===== src/hdl/mta_pkg.sv =====
package mta_pkg;

    // vertex store depth and index width
    localparam int VERTEX_COUNT = 1024;
    localparam int IDX_W        = 10;
    localparam int ADDR_W       = $clog2(VERTEX_COUNT);

    // field and sum widths
    localparam int POS_W = 32;
    localparam int TEX_W = 16;
    localparam int SUM_W = 48;
    localparam int OUT_W = 16;

    // shared divider: 71-bit dividend, 36-bit divisor
    localparam int DIV_NUM_W = 71;
    localparam int DIV_DEN_W = 36;

    // operation codes
    localparam logic [1:0] OP_LOAD = 2'd0;
    localparam logic [1:0] OP_TRI  = 2'd1;
    localparam logic [1:0] OP_READ = 2'd2;

    // status codes
    localparam logic [1:0] ST_OK    = 2'd0;
    localparam logic [1:0] ST_DEGEN = 2'd1;
    localparam logic [1:0] ST_ZERO  = 2'd2;
    localparam logic [1:0] ST_SAT   = 2'd3;

    // largest sum magnitude, 2^47-1
    localparam logic [SUM_W-2:0] SUM_MAG_MAX = {(SUM_W-1){1'b1}};

    typedef struct packed {
        logic signed [POS_W-1:0] px;
        logic signed [POS_W-1:0] py;
        logic signed [POS_W-1:0] pz;
        logic signed [TEX_W-1:0] u;
        logic signed [TEX_W-1:0] v;
    } t_geo;

    typedef struct packed {
        logic signed [SUM_W-1:0] tx;
        logic signed [SUM_W-1:0] ty;
        logic signed [SUM_W-1:0] tz;
        logic signed [SUM_W-1:0] bx;
        logic signed [SUM_W-1:0] by;
        logic signed [SUM_W-1:0] bz;
    } t_sums;

    localparam int GEO_W  = $bits(t_geo);
    localparam int SUMS_W = $bits(t_sums);

    function automatic logic in_range(input logic [IDX_W-1:0] idx);
        return (32'(idx) < 32'(VERTEX_COUNT));
    endfunction

    // saturating add; bit SUM_W flags a clamp
    function automatic logic [SUM_W:0] sat_add(input logic [SUM_W-1:0] a,
                                               input logic [SUM_W-1:0] b);
        logic [SUM_W:0] s;
        s = {a[SUM_W-1], a} + {b[SUM_W-1], b};
        if (s[SUM_W] == s[SUM_W-1]) begin
            return {1'b0, s[SUM_W-1:0]};
        end else if (s[SUM_W]) begin
            return {1'b1, 1'b1, {(SUM_W-1){1'b0}}};
        end else begin
            return {1'b1, 1'b0, SUM_MAG_MAX};
        end
    endfunction

endpackage


===== src/hdl/mta_div.sv =====
module mta_div (
    input  logic                          i_clk,
    input  logic                          i_rst_n,
    input  logic                          i_start,
    input  logic [mta_pkg::DIV_NUM_W-1:0] i_num,
    input  logic [mta_pkg::DIV_DEN_W-1:0] i_den,
    output logic                          o_done,
    output logic [mta_pkg::DIV_NUM_W-1:0] o_quot
);
    import mta_pkg::*;

    localparam int CNT_W = $clog2(DIV_NUM_W + 1);

    logic                 r_busy;
    logic                 r_done;
    logic [CNT_W-1:0]     r_cnt;
    logic [DIV_DEN_W-1:0] r_rem;
    logic [DIV_DEN_W-1:0] r_den;
    logic [DIV_NUM_W-1:0] r_quo;

    logic [DIV_DEN_W:0]   trial;
    logic [DIV_DEN_W:0]   diff;
    logic                 ge;

    // one restoring step: bring in the next dividend bit
    always_comb begin
        trial = {r_rem, r_quo[DIV_NUM_W-1]};
        diff  = trial - {1'b0, r_den};
        ge    = !diff[DIV_DEN_W];
    end

    always_ff @(posedge i_clk) begin
        if (!i_rst_n) begin
            r_busy <= 1'b0;
            r_done <= 1'b0;
            r_cnt  <= '0;
        end else begin
            r_done <= 1'b0;
            if (i_start) begin
                r_busy <= 1'b1;
                r_cnt  <= '0;
                r_rem  <= '0;
                r_den  <= i_den;
                r_quo  <= i_num;
            end else if (r_busy) begin
                r_rem <= ge ? diff[DIV_DEN_W-1:0] : trial[DIV_DEN_W-1:0];
                r_quo <= {r_quo[DIV_NUM_W-2:0], ge};
                r_cnt <= r_cnt + CNT_W'(1);
                if (r_cnt == CNT_W'(DIV_NUM_W - 1)) begin
                    r_busy <= 1'b0;
                    r_done <= 1'b1;
                end
            end
        end
    end

    assign o_done = r_done;
    assign o_quot = r_quo;

endmodule


===== config.mk =====
export PLATFORM = sky130hd
export DESIGN_NAME = mta_div
export DESIGN_NICKNAME = d
export VERILOG_FILES = /design/src/hdl/mta_pkg.sv /design/src/hdl/mta_div.sv
export SDC_FILE = /design/constraint.sdc
export NUM_CORES = 1
export LEC_CHECK = 0
export ABC_AREA = 1
export BUFFER_PORTS_ARGS = -buffer_cell sky130_fd_sc_hd__buf_2
export CORE_MARGIN = 2
export CORE_UTILIZATION = 56
export DETAILED_ROUTE_END_ITERATION = 6
export PLACE_DENSITY = 0.81
export SYNTH_ARGS = -nofsm -noshare
export SYNTH_HDL_FRONTEND = slang
export SYNTH_SLANG_ARGS = --single-unit

===== constraint.sdc =====
create_clock -name i_clk -period 5.4 [get_ports i_clk]
set_input_delay 1.08 -clock i_clk [delete_from_list [all_inputs] [get_ports i_clk]]
set_output_delay 1.08 -clock i_clk [all_outputs]
set_load 0.01 [all_outputs]

; ---- Yosys cells after proc, flatten, opt, wreduce, memory -nomap -nowiden
; Index checks and enable logic that the tools add are counted.
[totals]
ff_bits = 152
input_bits = 110
out_inout_bits = 72
elab_cells = 25
[classes]
add_sub_neg = 2
n_eq_ne = 1
n_mux = 8
bitwise = 2
reduce_logical = 6
[ops]
columns = operator, n
row1 = $mux W71, 2
row2 = $mux W36, 2
row3 = $sub A37 B36 Y37, 1
row4 = $add A7 B1 Y7 const B, 1
row5 = $eq A7 B7 Y1 const B, 1
row6 = $mux W1, 4
row7 = $reduce_and A2 Y1, 2
row8 = $reduce_or A3 Y1, 1
row9 = $not A1 Y1, 2
row10 = $reduce_bool A2 Y1, 1
row11 = $reduce_or A2 Y1, 1
row12 = $logic_not A1 Y1, 1

; ---- Depth between registers and ports, before layout
; Gate-level depths: netlist of run 1.
[depth]
word_depth = 4
depth_mapped = 18
mapped_depth_nobuf = 17

; ---- Worst setup path before layout of run 1
; Ideal clock, no wire load.
[synth_path]
kind = input to register
start = input i_start
end = register r_quo[0] (netlist: o_quot[0]) (enable)
setup_time_ns = 0.469
arrival_ns = 3.724
required_ns = 4.931
setup_slack_ns = 1.206
cell_stages = 3
n_path_buf = 1
cell_sequence = clkbuf_1 nand2_1 nand2_1
[synth_via]
elab_chain_cells = 2
[synth_rtl]
columns = element, line
row1 = start: declaration, mta_div.sv:4  ; input logic i_start,
row2 = $reduce_bool A2 Y1 (no source line), -
row3 = $reduce_and A2 Y1 (no source line), -
row4 = end signal: assignment, mta_div.sv:44  ; r_quo <= i_num;
row5 = end signal: assignment, mta_div.sv:47  ; r_quo <= {r_quo[DIV_NUM_W-2:0], ge};
row6 = end: declaration, mta_div.sv:19  ; logic [DIV_NUM_W-1:0] r_quo;
; No other way between the ends.
; A chain may end at the register's enable or synchronous reset.

==> flow_metrics.tcl, run 1 <==
set metrics [dict create \
    status "finished clean" \
    dp_hpwl_mm 16.22 \
    fillers 1410 \
    required_ps 5680 \
    clock-skew-final_ps 12.34 \
    cts_buffers 17 \
    fin_crit_sh 0.5267 \
    dp_slack_ps 2141 \
    r2r_start "o_quot[70]$_DFFE_PP_" \
    fmax_mhz 351.6 \
    gr-total-overflow 0 \
    holdBufCountCts 0 \
    synth_cells 1167 \
    coreArea_sq_um 15890 \
    synth_edf_count 143 \
    p_sw_w 0.001353 \
    first_pass_iters 5 \
    hold_viol 0 \
    rsz0062_at_grt "no" \
    boundaryPins 182 \
    p_leak_nw 5.577 \
    viasPerCell 4.964 \
    ant_nets 0 \
    power.internal_w 0.002542 \
    grt_pass1_vias 7542 \
    portBuffers 181 \
    multi_input_area_sq_um 3916 \
    synth-seq-cells 152 \
    die_y_um 131.5 \
    vdd_ir_drop_max_mv 0.2513 \
    fin_util 0.6805 \
    drt_iter0_markers 607 \
    switching_share 0.3474 \
    path_class "primary input to register" \
    setup.worst_path.end "r_rem[28]$_SDFFCE_PP0P_" \
    seq_area_frac_synth 0.4915 \
    grt_pass1_wl_mm 36.02 \
    critPathLaunch "i_start" \
    ctsRootBufferMaster "clkbuf_16" \
    clock_path_buffers 2 \
    layout-area-overhead-vs-synth_pct 18.75 \
    fp.dieArea_sq_um 17290 \
    postCtsSetupRepairBufs 0 \
    r2r_slack_ps 2690 \
    wl_per_cell_um 14.06 \
    worst-r2r-cell-count 14 \
    ys_types 37 \
    clock_sinks 152 \
    seq_area_sq_um 4474 \
    hold_class "register to register" \
    wl_mm 22.17 \
    grt_max_degree 86 \
    row_count 46 \
    drc 0 \
    die_width_um 131.5 \
    vias 7823 \
    setup-tns-final_ps 0 \
    htreeDepth 4 \
    clock_latency_ps 440 \
    async_flop_share 0 \
    cellPowerDensity_nw_per_um2 360.3 \
    synth_top_flop_cell "edfxtp_1" \
    ys_warn_count 0 \
    r2r_end "r_rem[30]$_SDFFCE_PP0P_" \
    seqPwrFrac 0.389 \
    fin_crit_ps 2844 \
    synth_area_sq_um 9104 \
    drv_cap 0 \
    synthesis.nets 1316 \
    antenna_found_initial 3 \
    syn_area_per_cell_sq_um 7.801 \
    critPathMaxFanout 74 \
    grt.total_usage 0.2603 \
    post_cts_resized 0 \
    slew_headroom 0.2491 \
    crit_arrival_ps 3130 \
    p_clk_frac 0.328 \
    critPathLaunchType "primary input" \
    start_util 0.5731 \
    final_nets 1495 \
    finalSetupViolCount 0 \
    p_comb_frac 0.283 \
    tightest_slew_ps 1126 \
    path_clk_slew_ps 70 \
    gp_congestion 0.9641 \
    cts_tree "yes" \
    slew_viol_final 0 \
    drive_gt1_frac 0.1876 \
    cp-end-kind "register" \
    layout_setup_ws_ps 2556 \
]
power by group through the flow:
stage	Clock [W]	Combinational, W	Sequential (W)
2_1_floorplan	0	0.000806	0.00155
3_3_place_gp	0	0.00107	0.00154
4_1_cts	0.00129	0.00110	0.00152
3_5_place_dp	0	0.00109	0.00154
6_report	0.00128	0.00110	0.00152
5_1_grt	0.00134	0.00125	0.00153
cell usage after synthesis (all sizes together), types with 10 or more instances:
library cell  count  area, sq um
nand3            31        170.2
inv             155        581.8
o21ai            18        90.08
ha               38        475.5
clkbuf           15        66.31
nand2           531         2054
a21oi            33        176.4
xor2             19        166.4
nor2            135        559.3
buf              10        72.56
edfxtp          143         4294
layer usage:
metal,routed length [um],up-vias,share of wire,global-route usage
li1,-,4011,-,-
met1,9444,3508,0.43,0.3294
met2,10830,270,0.49,0.4511
met3,1520,30,0.069,0.06019
met4,347,4,0.016,0.06643
met5,21,-,0.00095,0
layout make-up:
cell class	count	area share
Sequential cell	152	0.4139
Multi-Input combinational cell	835	0.3623
Timing Repair Buffer	185	0.08657
Inverter	155	0.05382
Clock buffer	17	0.03935
Tap cell	216	0.02500
Clock inverter	15	0.01887
Antenna cell	1	0.0002315
metrics by stage:
step / cells / total power [W] / area, sq um / hold WS, ps
floorplan: 1167 / 0.002356 / 9104 / 474.1
finish: 1576 / 0.003895 / 10810 / 531.5
global route: 1575 / 0.004116 / 10810 / 548.8
detailed placement: 1543 / 0.002627 / 10180 / 504.8
global placement: 1543 / 0.002607 / 10180 / 489.3
CTS: 1575 / 0.003907 / 10810 / 524.8
worst min path at each step:
| stage | from | end | slack (ps) | cells after the start |
|---|---|---|---|---|
| 3_5_place_dp | r_cnt[5]$_SDFFE_PP0P_ | r_cnt[5]$_SDFFE_PP0P_ | 500 | 2 |
| 2_1_floorplan | r_cnt[5]$_SDFFE_PP0P_ | r_cnt[5]$_SDFFE_PP0P_ | 470 | 2 |
| 3_3_place_gp | r_cnt[5]$_SDFFE_PP0P_ | r_cnt[5]$_SDFFE_PP0P_ | 490 | 2 |
| 4_1_cts | r_cnt[5]$_SDFFE_PP0P_ | r_cnt[5]$_SDFFE_PP0P_ | 520 | 2 |
| 5_1_grt | r_cnt[4]$_SDFFE_PP0P_ | r_cnt[5]$_SDFFE_PP0P_ | 550 | 2 |
| 6_report | r_cnt[3]$_SDFFE_PP0P_ | r_cnt[3]$_SDFFE_PP0P_ | 530 | 2 |
critical path, cell delays in order:
cell     delay [ps]
buf_2           100
buf_4           340
inv_2           580
buf_4           670
nand2_1         140
nor2_1          130
sequential cells by signal, summed over array words and instances, names as in the netlist:
register,cells
o_done,1
o_quot,71
r_den,36
r_rem,36
r_cnt,7
r_busy,1
placed cells by master, fill, tap and decap left out, types with 4 or more instances in the layout:
cell type / synthesis / final
a21oi_1: 30 / 30
nand2_2: 6 / 6
buf_2: 1 / 181
nand3b_1: 9 / 9
ha_1: 38 / 38
nand2_1: 520 / 519
o21bai_1: 5 / 5
nand3_1: 28 / 28
o21ai_0: 15 / 15
nor2_2: 15 / 15
inv_1: 152 / 152
nor2_1: 118 / 118
edfxtp_1: 143 / 143
nor3_1: 6 / 6
buf_4: 1 / 4
dfxtp_1: 9 / 9
clkbuf_16: 0 / 17
inv_8: 0 / 7
nand2_4: 4 / 5
xor2_1: 19 / 19
cell families (layout without fill, tap and decap cells):
family                   after synthesis  count (layout)  share of synthesized area
buffers and inverters                180             372                    0.07916
other                                  0               1                          0
flip-flops                           152             152                     0.4915
XOR/XNOR                              19              19                    0.01828
AO/OA/AOI/OAI                         59              59                    0.03587
adder cells (fa/ha/maj)               39              39                    0.05443
AND/OR/NAND/NOR                      718             718                     0.3208
(Power assumes the default switching activity.)
==> run 2, diff against run 1 <==
Settings changed: ABC_AREA 1 to 0, CORE_UTILIZATION 56 to 55.
Clock period 5.4 ns to 2.9 ns, I/O delays scaled along.
==> flow_metrics.tcl, run 2 <==
set metrics [dict create \
    fmax_mhz 305.1 \
    synth_cells 680 \
    first_pass_iters 5 \
    slew_viol_final 0 \
    antenna_found_initial 2 \
    cts_buffers 17 \
    layout_setup_ws_ps -377.4 \
    final_nets 1107 \
    ys_types 66 \
    final_common_cell "buf_2" \
    gr-total-overflow 0 \
    synth_top_area_cell "edfxtp_1" \
    row_count 44 \
    crit_arrival_ps 3560 \
    path_clk_slew_ps 70 \
    fin_crit_ps 3277 \
    seq_area_frac_synth 0.5376 \
    portBuffers 181 \
    layout-area-overhead-vs-synth_pct 30.89 \
    yosysTopAreaCellShare 0.5159 \
    clock_latency_ps 430 \
    hold_viol 0 \
    synth.most_common_cell "edfxtp_1" \
    largest_register_ff_count 71 \
    cp-end-kind "register" \
    grt_pass1_wl_mm 33.29 \
    coreArea_sq_um 14640 \
    viasPerCell 5.678 \
    finalSetupViolCount 37 \
    start_util 0.5684 \
    final_cell_mix "buf_2 (180), edfxtp_1 (143), buf_4 (92), mux2_2 (70), nor2_1 (56)" \
    die_y_um 127.0 \
    report.power.total_w 0.007118 \
    synth_area_sq_um 8323 \
    die_width_um 127.0 \
    path_class "register to register" \
    cts_tree "yes" \
    fin_crit_sh 1.130 \
    violations "setup timing" \
    tightest_slew_ps 644.2 \
    ant_nets 0 \
    slew_headroom 0.5651 \
    drv_cap 0 \
    grt.total_usage 0.2656 \
    synth-seq-cells 152 \
    drc 0 \
    synthesis.nets 829 \
    boundaryPins 182 \
    ys_warn_count 0 \
    gp_congestion 0.8662 \
    wl_per_cell_um 18.85 \
    dp_hpwl_mm 14.41 \
    diodes 0 \
    drt_iter0_markers 570 \
    status "finished, violations left" \
    vias 6558 \
    grt_max_degree 93 \
    grt_pass1_vias 6637 \
    clock-skew-final_ps 9.993 \
    ctsRootBufferMaster "clkbuf_16" \
    clock_sinks 152 \
    clock_path_buffers 2 \
    required_ps 3180 \
    async_flop_share 0 \
    synth_top_flop_cell "edfxtp_1" \
    fillers 990 \
    syn_area_per_cell_sq_um 12.24 \
    dp_slack_ps -310.0 \
    yosys-top-cells-area "edfxtp_1 (52%), mux2_2 (9.6%), ha_1 (5.7%)" \
    vdd_ir_drop_max_mv 0.4672 \
    synth_edf_count 143 \
    rsz0062_at_grt "yes" \
    fp.dieArea_sq_um 16130 \
    hold_class "primary input to register" \
    synth_top_cells_by_count "edfxtp_1 (143), mux2_2 (71), nor2_1 (56)" \
    htreeDepth 4 \
    critPathMaxFanout 8 \
    drive_gt1_frac 0.4212 \
    cellPowerDensity_nw_per_um2 653.4 \
    critPathLaunchType "register" \
    wl_mm 21.77 \
    p_leak_nw 4.735 \
]
run 2: changes by cell type after synthesis, moves of 7 or more:
cell / change
a21o_1: +11
and3_1: +7
nand3_1: -20
nor2_2: -15
mux2i_1: +32
nand2_1: -482
xnor2_1: +19
inv_1: -105
a21oi_1: +12
nor2_1: -62
mux2_2: +71
nand3b_1: -7
run 2: report_power, final:
part,switching (W),internal (W)
clock network,0.000941,0.00136
registers,0.0000928,0.00263
logic,0.00103,0.00106
total,0.00206,0.00506
run 2: critical path, stage by stage (launching register included):
cell and delay (ps):
edfxtp_1 420, ha_4 190, fa_2 350, nand2b_4 150
a21o_1 180, a31o_4 230, a21boi_4 170, o21ai_4 100
a2111oi_4 420, a311oi_4 70, buf_6 180, buf_12 140
or3b_4 390, a21oi_2 130
run 2: routing by layer:
metal	vias up	track usage	part of all wire	wire [um]
met2	271	0.4655	0.51	11050
li1	3086	-	-	-
met5	-	0	0.00055	12
met4	2	0.09308	0.025	548
met3	41	0.08920	0.076	1655
met1	3158	0.3051	0.39	8504
run 2: kinds of logic after synthesis:
group | Yosys count | share of synthesized area
AOI/OAI and AO/OA | 127 | 0.1060
xor gates and xnor gates | 32 | 0.03367
adders and majority gates | 39 | 0.05953
buffers and inverters | 71 | 0.03788
DFF | 152 | 0.5376
muxes | 104 | 0.1359
and+or+nand+nor | 155 | 0.08945
run 2: layout make-up:
type	instances	area, sq um	share of cell area
clock buffers	18	429.2	0.03939
clock inverters	14	173.9	0.01596
inverters	47	176.4	0.01619
multi-input cells	457	3620	0.3323
flip-flops and latches	152	4474	0.4107
well taps	184	230.2	0.02113
repair buffers	283	1790	0.1644
run 2: what timing repair did:
item / 4_1_cts / 5_1_grt
cloned: 2 / 1
hold buffers: 0 / 0
pin swaps: 3 / 3
setup endpoints to repair: 37 / 37
buffers inserted: 9 / 16
gates resized for setup: 11 / 8
run 2: worst paths after layout:
check                   startpoint                      end  slack [ps]  cells after the start
max             r_den[0]$_DFFE_PP_  r_rem[22]$_SDFFCE_PP0P_        -380                     13
min                      i_den[25]      r_den[25]$_DFFE_PP_         330                      1
max reg2reg     r_den[0]$_DFFE_PP_  r_rem[22]$_SDFFCE_PP0P_        -380                     13
min reg2reg  r_cnt[6]$_SDFFE_PP0P_    r_cnt[6]$_SDFFE_PP0P_         490                      2
run 2: stage by stage:
step | TNS [ps] | utilization | instances | hold slack, ps | instance area (sq um)
floorplan | -6442 | - | 680 | 453.7 | 8337
global placement | -6938 | 0.6817 | 1098 | 467.8 | 9983
detailed placement | -9014 | 0.6817 | 1098 | 479.9 | 9983
CTS | -7269 | 0.7370 | 1141 | 316.5 | 10790
global route | -13570 | 0.7439 | 1155 | 303.9 | 10890
finish | -11120 | 0.7439 | 1155 | 325.4 | 10890
